File: src/hdl/atrfp_pkg.sv
`timescale 1ns / 1ps
`default_nettype none
// ----------------------------------------------------------------------------
// atrfp_pkg
// Types, codes and helper functions shared by the AT response and frame parser.
// ----------------------------------------------------------------------------
package atrfp_pkg;

    // Default response line buffer size in bytes.
    localparam int LINE_SIZE_DEF = 128;

    // Configuration port geometry.
    localparam int PADDR_W = 3;
    localparam int PDATA_W = 32;
    localparam logic [PADDR_W-1:0] REG_TIMEOUT_EN = 3'h0;

    // Length of the timeout prefix of a response line.
    localparam int PREFIX_LEN = 8;

    // Characters that the parser recognizes.
    localparam logic [7:0] CH_A     = 8'h41;
    localparam logic [7:0] CH_T     = 8'h54;
    localparam logic [7:0] CH_L     = 8'h4C;
    localparam logic [7:0] CH_R     = 8'h52;
    localparam logic [7:0] CH_COMMA = 8'h2C;
    localparam logic [7:0] CH_LF    = 8'h0A;

    // Input item kinds.
    typedef enum logic [1:0] {
        KIND_BYTE    = 2'd0,
        KIND_RELEASE = 2'd1,
        KIND_CLR_TO  = 2'd2
    } t_kind;

    // Parser modes.
    typedef enum logic [2:0] {
        MODE_HUNT      = 3'd0,
        MODE_LINE      = 3'd1,
        MODE_FRAME     = 3'd2,
        MODE_LINE_DONE = 3'd3,
        MODE_LINE_LONG = 3'd4
    } t_mode;

    // Frame header steps.
    typedef enum logic [2:0] {
        STEP_COMMA1 = 3'd0,
        STEP_ADDR   = 3'd1,
        STEP_COMMA2 = 3'd2,
        STEP_LEN    = 3'd3,
        STEP_COMMA3 = 3'd4,
        STEP_DATA   = 3'd5
    } t_step;

    // Event codes reported with each result item.
    typedef enum logic [2:0] {
        EV_NONE      = 3'd0,
        EV_LINE      = 3'd1,
        EV_LONG      = 3'd2,
        EV_TIMEOUT   = 3'd3,
        EV_FRAME     = 3'd4,
        EV_FRAME_ERR = 3'd5
    } t_event;

    // Input item.
    typedef struct packed {
        logic [1:0] kind;
        logic [7:0] rx_byte;
    } t_in_item;

    // Result item.
    typedef struct packed {
        logic [2:0]  event_res;
        logic        payload_valid;
        logic [7:0]  payload_byte;
        logic        line_byte_valid;
        logic [6:0]  line_byte_index;
        logic [15:0] source_address;
        logic [7:0]  frame_length;
        logic        timeout_seen;
        logic [2:0]  mode_now;
    } t_out_item;

    // Hex digit decode result.
    typedef struct packed {
        logic       ok;
        logic [3:0] value;
    } t_hex;

    // Decodes one ASCII hex digit, either case.
    function automatic t_hex hex_decode(input logic [7:0] c);
        t_hex h;
        h.ok    = 1'b1;
        h.value = 4'd0;
        if (c >= 8'h30 && c <= 8'h39) begin
            h.value = 4'(c - 8'h30);
        end else if (c >= 8'h61 && c <= 8'h66) begin
            h.value = 4'(c - 8'h57);
        end else if (c >= 8'h41 && c <= 8'h46) begin
            h.value = 4'(c - 8'h37);
        end else begin
            h.ok = 1'b0;
        end
        return h;
    endfunction

    // Characters of the ",TimeOut" prefix by position.
    function automatic logic [7:0] prefix_char(input logic [2:0] idx);
        logic [7:0] c;
        case (idx)
            3'd0:    c = 8'h2C;
            3'd1:    c = 8'h54;
            3'd2:    c = 8'h69;
            3'd3:    c = 8'h6D;
            3'd4:    c = 8'h65;
            3'd5:    c = 8'h4F;
            3'd6:    c = 8'h75;
            default: c = 8'h74;
        endcase
        return c;
    endfunction

endpackage
`default_nettype wire

File: src/hdl/at_response_and_frame_parser.sv
`timescale 1ns / 1ps
`default_nettype none
// ----------------------------------------------------------------------------
// at_response_and_frame_parser
// Parses the UART byte stream of a radio module into AT response lines and
// received frames, and passes frame payload bytes out.
//
//   Channel   Direction  Handshake                 Payload
//   in        input      i_in_valid / o_in_stall   i_in  (t_in_item)
//   out       output     o_out_valid / i_out_stall o_out (t_out_item)
//   config    input      psel/penable/pwrite/pready paddr, pwdata, prdata
//
// Each item passes through the input register, then through the parser logic
// into the result register.
// One item is accepted per cycle when the output side is not stalled; the
// rate is set by the single parser update between the two registers.
// A stall on the output holds the result register, and the input register
// then stalls the input side once it is also full.
// Reset is synchronous; no clearing pass is needed after it.
// ----------------------------------------------------------------------------
module at_response_and_frame_parser
    import atrfp_pkg::*;
#(
    parameter int LINE_SIZE = LINE_SIZE_DEF
) (
    input  wire logic               i_clk,
    input  wire logic               i_rst_n,
    // Input channel
    input  wire logic               i_in_valid,
    output logic                    o_in_stall,
    input  wire t_in_item           i_in,
    // Output channel
    output logic                    o_out_valid,
    input  wire logic               i_out_stall,
    output t_out_item               o_out,
    // Configuration port
    input  wire logic               psel,
    input  wire logic               penable,
    input  wire logic               pwrite,
    input  wire logic [PADDR_W-1:0] paddr,
    input  wire logic [PDATA_W-1:0] pwdata,
    output logic [PDATA_W-1:0]      prdata,
    output logic                    pready
);

    // Line counter must hold LINE_SIZE + 1.
    localparam int LC_W = $clog2(LINE_SIZE + 2);
    localparam logic [LC_W-1:0] LC_PREFIX = LC_W'(PREFIX_LEN);
    localparam logic [LC_W-1:0] LC_SIZE   = LC_W'(LINE_SIZE);

    // Configuration register.
    logic r_timeout_en;

    // Pipeline registers.
    logic      r_in_valid;
    t_in_item  r_in;
    logic      r_out_valid;
    t_out_item r_out;

    // Parser state and next values.
    t_mode           r_mode,   n_mode;
    logic [7:0]      r_hdr,    n_hdr;
    t_step           r_step,   n_step;
    logic [8:0]      r_fc,     n_fc;
    logic [15:0]     r_addr,   n_addr;
    logic [7:0]      r_len,    n_len;
    logic [LC_W-1:0] r_lc,     n_lc;
    logic            r_pm,     n_pm;
    logic            r_to,     n_to;
    logic [15:0]     r_hacc,   n_hacc;
    logic            r_hok,    n_hok;

    // Result fields of the item in process.
    t_event     ev;
    logic       pv;
    logic [7:0] pb;
    logic       lv;
    logic [6:0] li;

    logic            advance;
    logic            process;
    logic [7:0]      c;
    t_hex            hx;
    logic [LC_W-1:0] lc_inc;
    logic [8:0]      fc_inc;

    // Handshake: the result register frees up when it is empty or taken.
    assign advance    = !r_out_valid || !i_out_stall;
    assign process    = r_in_valid && advance;
    assign o_in_stall = r_in_valid && !advance;
    assign o_out_valid = r_out_valid;
    assign o_out       = r_out;

    // Configuration port: always ready, one register.
    assign pready = 1'b1;
    always_comb begin
        prdata = '0;
        if (paddr[PADDR_W-1] == REG_TIMEOUT_EN[PADDR_W-1]) begin
            prdata = PDATA_W'(r_timeout_en);
        end
    end

    always_ff @(posedge i_clk) begin
        if (!i_rst_n) begin
            r_timeout_en <= 1'b0;
        end else if (psel && penable && pwrite && pready
                     && paddr[PADDR_W-1] == REG_TIMEOUT_EN[PADDR_W-1]) begin
            r_timeout_en <= pwdata[0];
        end
    end

    // Input register.
    always_ff @(posedge i_clk) begin
        if (!i_rst_n) begin
            r_in_valid <= 1'b0;
        end else if (!o_in_stall) begin
            r_in_valid <= i_in_valid;
        end
    end

    always_ff @(posedge i_clk) begin
        if (!o_in_stall && i_in_valid) begin
            r_in <= i_in;
        end
    end

    // Parser next state and result for the item in the input register.
    always_comb begin
        n_mode = r_mode;
        n_hdr  = r_hdr;
        n_step = r_step;
        n_fc   = r_fc;
        n_addr = r_addr;
        n_len  = r_len;
        n_lc   = r_lc;
        n_pm   = r_pm;
        n_to   = r_to;
        n_hacc = r_hacc;
        n_hok  = r_hok;
        ev     = EV_NONE;
        pv     = 1'b0;
        pb     = 8'd0;
        lv     = 1'b0;
        li     = 7'd0;
        c      = r_in.rx_byte;
        hx     = hex_decode(c);
        lc_inc = r_lc + LC_W'(1);
        fc_inc = r_fc + 9'd1;

        unique case (r_in.kind)
            KIND_BYTE: begin
                unique case (r_mode)
                    // Watch for the two-byte start markers.
                    MODE_HUNT: begin
                        if (r_hdr == CH_A && c == CH_T) begin
                            n_mode = MODE_LINE;
                            n_hdr  = 8'd0;
                        end else if (r_hdr == CH_L && c == CH_R) begin
                            n_mode = MODE_FRAME;
                            n_step = STEP_COMMA1;
                            n_fc   = 9'd0;
                            n_hdr  = 8'd0;
                        end else begin
                            n_hdr = c;
                        end
                    end
                    // Response line capture.
                    MODE_LINE: begin
                        if (r_lc < LC_PREFIX && c != prefix_char(r_lc[2:0])) begin
                            n_pm = 1'b0;
                        end
                        if (r_lc < LC_SIZE) begin
                            lv = 1'b1;
                            li = 7'(r_lc);
                        end
                        n_lc = lc_inc;
                        if (c == CH_LF && r_timeout_en && n_pm && lc_inc > LC_PREFIX) begin
                            n_to   = 1'b1;
                            n_lc   = '0;
                            n_pm   = 1'b1;
                            n_mode = MODE_HUNT;
                            ev     = EV_TIMEOUT;
                        end else begin
                            if (c == CH_LF) begin
                                n_mode = MODE_LINE_DONE;
                                ev     = EV_LINE;
                            end
                            // The overflow flag wins over a finished line.
                            if (lc_inc > LC_SIZE) begin
                                n_mode = MODE_LINE_LONG;
                                ev     = EV_LONG;
                            end
                        end
                    end
                    // Received frame header, payload and trailer.
                    MODE_FRAME: begin
                        unique case (r_step) inside
                            STEP_COMMA1, STEP_COMMA2, STEP_COMMA3: begin
                                if (c == CH_COMMA) begin
                                    n_fc   = 9'd0;
                                    n_hacc = 16'd0;
                                    n_hok  = 1'b1;
                                    n_step = t_step'(r_step + 3'd1);
                                end else begin
                                    n_step = STEP_COMMA1;
                                    n_mode = MODE_HUNT;
                                    ev     = EV_FRAME_ERR;
                                end
                            end
                            STEP_ADDR, STEP_LEN: begin
                                // Digits after the first non-hex one are dropped.
                                if (r_hok && hx.ok) begin
                                    n_hacc = {r_hacc[11:0], hx.value};
                                end else begin
                                    n_hok = 1'b0;
                                end
                                n_fc = fc_inc;
                                if (r_step == STEP_ADDR) begin
                                    if (fc_inc >= 9'd4) begin
                                        n_addr = n_hacc;
                                        n_step = STEP_COMMA2;
                                    end
                                end else if (fc_inc >= 9'd2) begin
                                    n_len  = n_hacc[7:0];
                                    n_step = STEP_COMMA3;
                                end
                            end
                            STEP_DATA: begin
                                n_fc = fc_inc;
                                if (fc_inc <= {1'b0, r_len}) begin
                                    pv = 1'b1;
                                    pb = c;
                                end
                                if (fc_inc >= {1'b0, r_len} + 9'd2) begin
                                    n_step = STEP_COMMA1;
                                    n_mode = MODE_HUNT;
                                    ev     = EV_FRAME;
                                end
                            end
                            default: begin
                                n_step = STEP_COMMA1;
                                n_mode = MODE_HUNT;
                                ev     = EV_FRAME_ERR;
                            end
                        endcase
                    end
                    default: begin
                        // Finished lines wait for the host release.
                    end
                endcase
            end
            KIND_RELEASE: begin
                n_mode = MODE_HUNT;
                n_lc   = '0;
                n_pm   = 1'b1;
            end
            KIND_CLR_TO: begin
                n_to = 1'b0;
            end
            default: begin
                // Unused kind changes nothing.
            end
        endcase
    end

    // Parser state registers.
    always_ff @(posedge i_clk) begin
        if (!i_rst_n) begin
            r_mode <= MODE_HUNT;
            r_hdr  <= 8'd0;
            r_step <= STEP_COMMA1;
            r_fc   <= 9'd0;
            r_addr <= 16'd0;
            r_len  <= 8'd0;
            r_lc   <= '0;
            r_pm   <= 1'b1;
            r_to   <= 1'b0;
            r_hacc <= 16'd0;
            r_hok  <= 1'b1;
        end else if (process) begin
            r_mode <= n_mode;
            r_hdr  <= n_hdr;
            r_step <= n_step;
            r_fc   <= n_fc;
            r_addr <= n_addr;
            r_len  <= n_len;
            r_lc   <= n_lc;
            r_pm   <= n_pm;
            r_to   <= n_to;
            r_hacc <= n_hacc;
            r_hok  <= n_hok;
        end
    end

    // Result register.
    always_ff @(posedge i_clk) begin
        if (!i_rst_n) begin
            r_out_valid <= 1'b0;
        end else if (advance) begin
            r_out_valid <= r_in_valid;
        end
    end

    always_ff @(posedge i_clk) begin
        if (process) begin
            r_out.event_res       <= ev;
            r_out.payload_valid   <= pv;
            r_out.payload_byte    <= pb;
            r_out.line_byte_valid <= lv;
            r_out.line_byte_index <= li;
            r_out.source_address  <= n_addr;
            r_out.frame_length    <= n_len;
            r_out.timeout_seen    <= n_to;
            r_out.mode_now        <= n_mode;
        end
    end

    // A result never carries both a payload byte and a line byte.
    a_one_byte_kind: assert property (@(posedge i_clk) disable iff (!i_rst_n)
        r_out_valid |-> !(r_out.payload_valid && r_out.line_byte_valid))
        else $error("payload and line byte reported together");

    // A finished line leaves the parser in line done mode.
    a_line_done_mode: assert property (@(posedge i_clk) disable iff (!i_rst_n)
        (r_out_valid && r_out.event_res == EV_LINE) |-> (r_out.mode_now == MODE_LINE_DONE))
        else $error("line done without line done mode");

    // A timeout line always raises the sticky flag.
    a_timeout_flag: assert property (@(posedge i_clk) disable iff (!i_rst_n)
        (r_out_valid && r_out.event_res == EV_TIMEOUT) |-> r_out.timeout_seen)
        else $error("timeout event without timeout flag");

    // The line counter never runs past one beyond the buffer size.
    a_line_count: assert property (@(posedge i_clk) disable iff (!i_rst_n)
        r_lc <= LC_SIZE + LC_W'(1))
        else $error("line counter out of range");

    // The parser state only moves when an item is processed.
    a_state_hold: assert property (@(posedge i_clk) disable iff (!i_rst_n)
        !$past(process) && $past(i_rst_n) |-> $stable(r_mode) && $stable(r_lc))
        else $error("parser state changed without an item");

endmodule
`default_nettype wire
File: config.mk
export PLATFORM = sky130hd
export DESIGN_NAME = at_response_and_frame_parser
export DESIGN_NICKNAME = d
export VERILOG_FILES = /design/src/hdl/atrfp_pkg.sv /design/src/hdl/at_response_and_frame_parser.sv
export SDC_FILE = /design/constraint.sdc
export NUM_CORES = 1
export LEC_CHECK = 0
export ABC_AREA = 1
export BUFFER_PORTS_ARGS = -buffer_cell sky130_fd_sc_hd__buf_2
export CAP_MARGIN = 0
export CORE_UTILIZATION = 45
export DETAILED_ROUTE_END_ITERATION = 10
export PLACE_DENSITY = 0.67
export SKIP_LAST_GASP = 1
export SYNTH_ARGS = -nofsm -noshare
export SYNTH_HDL_FRONTEND = slang
export SYNTH_SLANG_ARGS = --single-unit
File: constraint.sdc
create_clock -name i_clk -period 6 [get_ports i_clk]
set_clock_uncertainty 0.05 [all_clocks]
set_input_delay 1.2 -clock i_clk [delete_from_list [all_inputs] [get_ports i_clk]]
set_output_delay 1.2 -clock i_clk [all_outputs]
set_load 0.02 [all_outputs]
# Word level (Yosys, flattened, before mapping)
# Cells that the tools add are included.
[word_totals] ramBits=0 latch_bits=0 ff_bits=135 output_inout_bits=83 wordCells=193 rom_bits=0 n_memories=0 inputBits=52
[op_classes] multipliers=0 shift=0 mux=73 add_sub_neg=7 bitwise_logic=1 eq_ne=32 div=0 magnitude_cmp=14 reduce_logical=41
[op_table] cell="16-bit 2-to-1 mux" count=7
[op_table] cell="8-bit 2-to-1 mux" count=11
[op_table] cell="3-bit 2-to-1 mux" count=18
[op_table] cell="7-bit case mux with 7 select lines" count=1
[op_table] cell="3-bit case mux with 3 select lines" count=4
[op_table] cell="9-bit case mux with 2 select lines" count=2
[op_table] cell="8-bit by 7-bit equality test with 1-bit output (second input constant)" count=4
[op_table] cell="16-bit case mux with 2 select lines" count=1
[op_table] cell="9-bit 2-to-1 mux" count=3
[op_table] cell="3-bit case mux with 2 select lines" count=3
[op_table] cell="8-bit by 7-bit >= comparator with 1-bit output (second input constant)" count=2
[op_table] cell="8-bit by 7-bit less-or-equal comparator with 1-bit output (second input constant)" count=2
[op_table] cell="1-bit logical AND" count=16
[op_table] cell="1-bit 2-to-1 mux" count=16
[op_table] cell="8-bit case mux with 2 select lines" count=1
[op_table] cell="3-bit by 2-bit equality test with 1-bit output (second input constant)" count=5
[op_table] cell="3-bit equality test (second input constant)" count=5
[op_table] cell="4-bit 2-to-1 mux" count=3
[op_table] cell="3-bit AND reduction" count=4
[op_table] cell="8-bit by 2-bit adder with 9-bit output (second input constant)" count=1
[op_table] cell="9-bit by 1-bit adder with 9-bit output (second input constant)" count=1
[op_table] cell="3-bit by 1-bit equality test with 1-bit output (second input constant)" count=3
[op_table] cell="9-bit by 2-bit >= comparator with 1-bit output (second input constant)" count=1
[op_table] cell="9-bit by 3-bit >= comparator with 1-bit output (second input constant)" count=1
[op_table] cell="37 further kinds" count=53

# Logic depth before layout (Yosys ltp)
[depth] word_depth=14 ltp_mapped=19 mapped_depth_nobuf=19

# Least setup slack after synthesis
# No wires, ideal clock.
[synth_timing] path_type="input port to flip-flop" start="input port i_out_stall" end="register r_mode[0]" required_time_ns=5.818 stages=8 setup_time_ns=0.132 setup_slack_ns=2.317 arrival_ns=3.501 cell_sequence="nand2_1 nand2_1 clkbuf_1 inv_1 clkbuf_1 nand2_1 nand2_1 a21oi_1"
[synth_between] elab_chain_cells=3
[synth_lines] item="start: declaration" line="at_response_and_frame_parser.sv:34" source="input wire logic i_out_stall,"
[synth_lines] item="1-bit zero test" line="at_response_and_frame_parser.sv:88" source="assign advance = !r_out_valid || !i_out_stall;"
[synth_lines] item="1-bit logical OR" line="at_response_and_frame_parser.sv:88"
[synth_lines] item="1-bit logical AND" line="at_response_and_frame_parser.sv:89" source="assign process = r_in_valid && advance;"
[synth_lines] item="net process" line="at_response_and_frame_parser.sv:81" source="logic process;"
[synth_lines] item="end signal: assignment" line="at_response_and_frame_parser.sv:281" source="r_mode <= n_mode;"
[synth_lines] item="end: declaration" line="at_response_and_frame_parser.sv:61" source="t_mode r_mode, n_mode;"
# The timed path passes the listed nets, and every way through them passes these cells.
# A chain may end at the register's enable or synchronous reset.

# Worst setup path after layout
[layout_timing] start="register r_fc[0]" end="register r_out (netlist bit o_out[39]) (data pin)"
[layout_between] elab_chain_cells=3
[layout_lines] item="start: declaration" line="at_response_and_frame_parser.sv:64" source="logic [8:0] r_fc, n_fc;"
[layout_lines] item="start signal: assignment" line="at_response_and_frame_parser.sv:284" source="r_fc <= n_fc;"
[layout_lines] item="9-bit by 1-bit adder with 9-bit output" line="at_response_and_frame_parser.sv:148" source="fc_inc = r_fc + 9'd1;"
[layout_lines] item="9-bit by 8-bit less-or-equal comparator with 1-bit output" line="at_response_and_frame_parser.sv:230" source="if (fc_inc <= {1'b0, r_len}) begin"
[layout_lines] item="4-bit AND reduction (no source line)"
[layout_lines] item="end: declaration" line="at_response_and_frame_parser.sv:58" source="t_out_item r_out;"
# Every way passes these cells.

==> summary.md <==
| Metric | Value |
|---|---|
| Status | complete, no violations |
| CTS tree | built |
| Worst r2r src | r_fc[0] |
| Post-synthesis cell area | 0.00744 sq mm |
| Number of setup violations in the final report | 0 |
| Max_cap viols | 0 |
| Initial DRC count | slightly above 400 |
| Startpoint Class | register |
| Max rail drop VDD | 0.000198 V |
| Post_cts resized | 0 |
| Crit-path max FO | 8 |
| Reg2reg setup slack | 2.89 ns |
| Synth warn | 0 |
| Vias per cell | 4.89 |
| Clk sinks | 135 |
| Hold Buf Count CTS | 0 |
| Setup bufs post-CTS | 0 |
| R2r endpoint | o_out[39] |
| Max Fclk | between 0.3 and 0.4 GHz |
| Total Nets Final | around 1100 |
| Top Ports | 135 |
| RSZ-0062 raised after global routing | false |
| Placer Congestion | 0.880 |
| Arr. time, crit path | 3.30 ns |
| Total grt overflow | 0 |
| Hold wc startpoint | r_hacc[14] |
| WP data required | a little over 6 ns |
| Synth Register Bits | 135 |
| Worst-Margin Slew | around 0.84 ns |
| Class of the most critical setup path | reg -> reg |
| First-pass GRT wire length | 25.7 mm |
| Final Hold Viols | 0 |
| Buf/Inv on CP | 2 |
| Setup TNS | 0 ns |
| Largest net degree at the start of global routing | 50 |
| Hold Slack | 0.416 ns |
| Drt first pass iters | 5 |
| Clk_lat worst skew | 0.42 ns |
| Worst path max stage delay | between 0.4 and 0.5 ns |
| Diodes inserted | 0 |
| Synth unique cells | 45 |
| Tmin final | 3.11 ns |
| Fill count | 1554 |
| Clk buf depth | 2 |
| Fraction of layout cells with a size suffix above 1 | between 10% and 20% |
| Cell mode on critical path | nand2_1 |
| End of the worst hold path | r_hacc[14] |
| Most common cell after layout, fill and taps aside | nand2_1 |
| Gr usage total | 19.3% |
| Most frequent cells in the layout | 184 x nand2_1, 125 x inv_1, 87 x a21oi_1, 77 x dfxtp_1, 76 x nor2_1 |
| Pwr per Cell Area | 272 mW/mm^2 |
| Vias in the first global route | 5454 |
| Fin crit share | 51.9% |
| Slew margin rel. | a little over two fifths |
| Core footprint | 0.0160 sq mm |
| Die Wd | between 100 and 150 um |
| CP delay by family, top | compound AO/OA/AOI/OAI gates |
| Hold Path Depth | 2 |
| Hold WC Path Type | reg -> reg |
| Clock transition at path regs | 0.06 ns |
| Multi-input logic area | 0.00336 sq mm |
| Syn Area/Cell | 7.99 sq um |
| Detailed Route WL | 15.4 mm |
| R2R cell count | 14 |
| CTS Buf Count | 17 |
| H-tree lvl count | 4 |
| Die footprint | about 0.017 sq mm |
| Initial Util | between 40 and 50% |
| DRC | 0 |
| Die height | 131 um |
| Sequential area share after synthesis | about 44% |
| CP Capture Type | register |
| Antenna viol nets, final | 0 |
| Post-Synthesis Cells | just over 900 |
| Register Area | 0.00328 sq mm |
| Post-DP HPWL | 10.8 mm |
| Avg WL per Cell | 12.6 um |
| Cell Rows | 46 |
| Slowest CP cell | dfxtp_1 |
| Worst-path cell chain | ha_1 -> nand2_1 -> nor2_1 -> xnor2_1 -> inv_1 -> ha_1 -> a21oi_1 -> o221ai_1 -> nand2_1 -> nand2_1 -> a21o_1 -> a21oi_1 -> inv_1 -> nor2_1 |
| Initial antenna violation count | 0 |
| P_leak | 3.69 nW |
| Root buf cell | clkbuf_16 |
| Fin. max-slew vios | 0 |
| Port bufs | 69 |
| Via count | between 5000 and 6000 |
| Area growth syn-to-layout | 13.2% |
-- per-stage QoR --
stage / area [sq um] / util [%] / total power, mW / worst slack (ns) / instances
final: 8430 / 52.7 / 2.29 / 2.89 / 1225
after global routing: 8430 / 52.7 / 2.37 / 2.61 / 1225
after CTS: 8430 / 52.7 / 2.31 / 2.91 / 1225
after detailed placement: 7810 / 48.8 / 1.24 / 2.69 / 1193
after global placement: 7810 / 48.8 / 1.23 / 2.70 / 1193
after floorplan: 7560 / - / 1.20 / 2.32 / 962
-- cell usage after synthesis (all sizes together) --
cell type    n  share of area (%)
a21oi       88                6.0
a22oi        8               0.81
nand3       45                3.3
nor3        12                1.0
nor2        83                4.6
o221ai       1               0.12
clkbuf      14               0.71
o2111ai      1               0.12
nor4         3               0.25
dfxtp       77                 21
edfxtp      58                 23
inv        139                7.0
nand4       15                1.3
o21a         3               0.30
conb         2               0.10
or2          1              0.084
buf         43                4.5
o21ai       85                7.1
nand3b       5               0.50
clkinv       1              0.050
a21o         2               0.20
o311a        1               0.13
ha          33                5.5
a31oi        1              0.084
xor2        10                1.3
a21boi       1               0.10
xnor2        2               0.24
nand2      196                 10
o22ai        1               0.17
o211ai       1               0.10
-- layout make-up --
cell class                 count  share of cell area, %
clock buffer                  18                   5.21
sequential                   135                   39.0
inverter                     140                   6.27
multi-input combinational    630                   39.9
tap                          216                   3.21
clock inverter                14                   2.06
timing repair buffer          72                   4.37
-- sequential cells by signal, summed over array words and instances, names as in the netlist --
signal and cells:
c 8, o_out 48, o_out_valid 1, r_addr 16, r_fc 9, r_hacc 16
r_hdr 8, r_hok 1, r_in 2, r_in_valid 1, r_lc 8, r_len 8
r_mode 3, r_pm 1, r_step 3, r_timeout_en 1, r_to 1
-- power by group --
part	internal, mW	leakage (nW)	total, mW	switching, mW
clock network	0.667	0.291	1.07	0.405
logic	0.0591	2.21	0.201	0.142
registers	0.997	1.19	1.02	0.0190
-- worst min-delay path, stage by stage, from the launching register on --
cell and delay, ns:
dfxtp_1 0.31, nand2_1 0.06, a21oi_1 0.05
-- logic make-up after synthesis --
family          after synthesis  share of synthesized area [%]
compound gates              193                           15.2
xor+xnor                     12                           1.51
fa+ha+maj                    33                           5.55
buf+inv                     197                           12.3
flops                       135                           44.1
other cells                   2                          0.101
simple gates                360                           21.3
-- worst max path at each step --
| stage | startpoint | end | slack, ns | cells after the start |
|---|---|---|---|---|
| final | r_fc[0] | o_out[39] | 2.89 | 14 |
| after global routing | r_fc[0] | o_out[1] | 2.61 | 16 |
| after CTS | r_fc[0] | o_out[39] | 2.91 | 14 |
| after detailed placement | i_out_stall | o_out[42] | 2.69 | 6 |
| after global placement | i_out_stall | o_out[43] | 2.70 | 6 |
| after floorplan | i_out_stall | r_mode[0] | 2.32 | 8 |
-- per-layer routing --
layer | vias up | wire, um | global-route usage [%] | part of all wire [%]
met1 | 2694 | 7450 | 26.4 | 48
li1 | 3122 | - | - | -
met4 | 0 | 159 | 6.15 | 1.0
met2 | 165 | 7040 | 30.3 | 46
met5 | - | 0 | 0 | 0
met3 | 12 | 766 | 4.11 | 5.0
(Power assumes the default switching activity.)
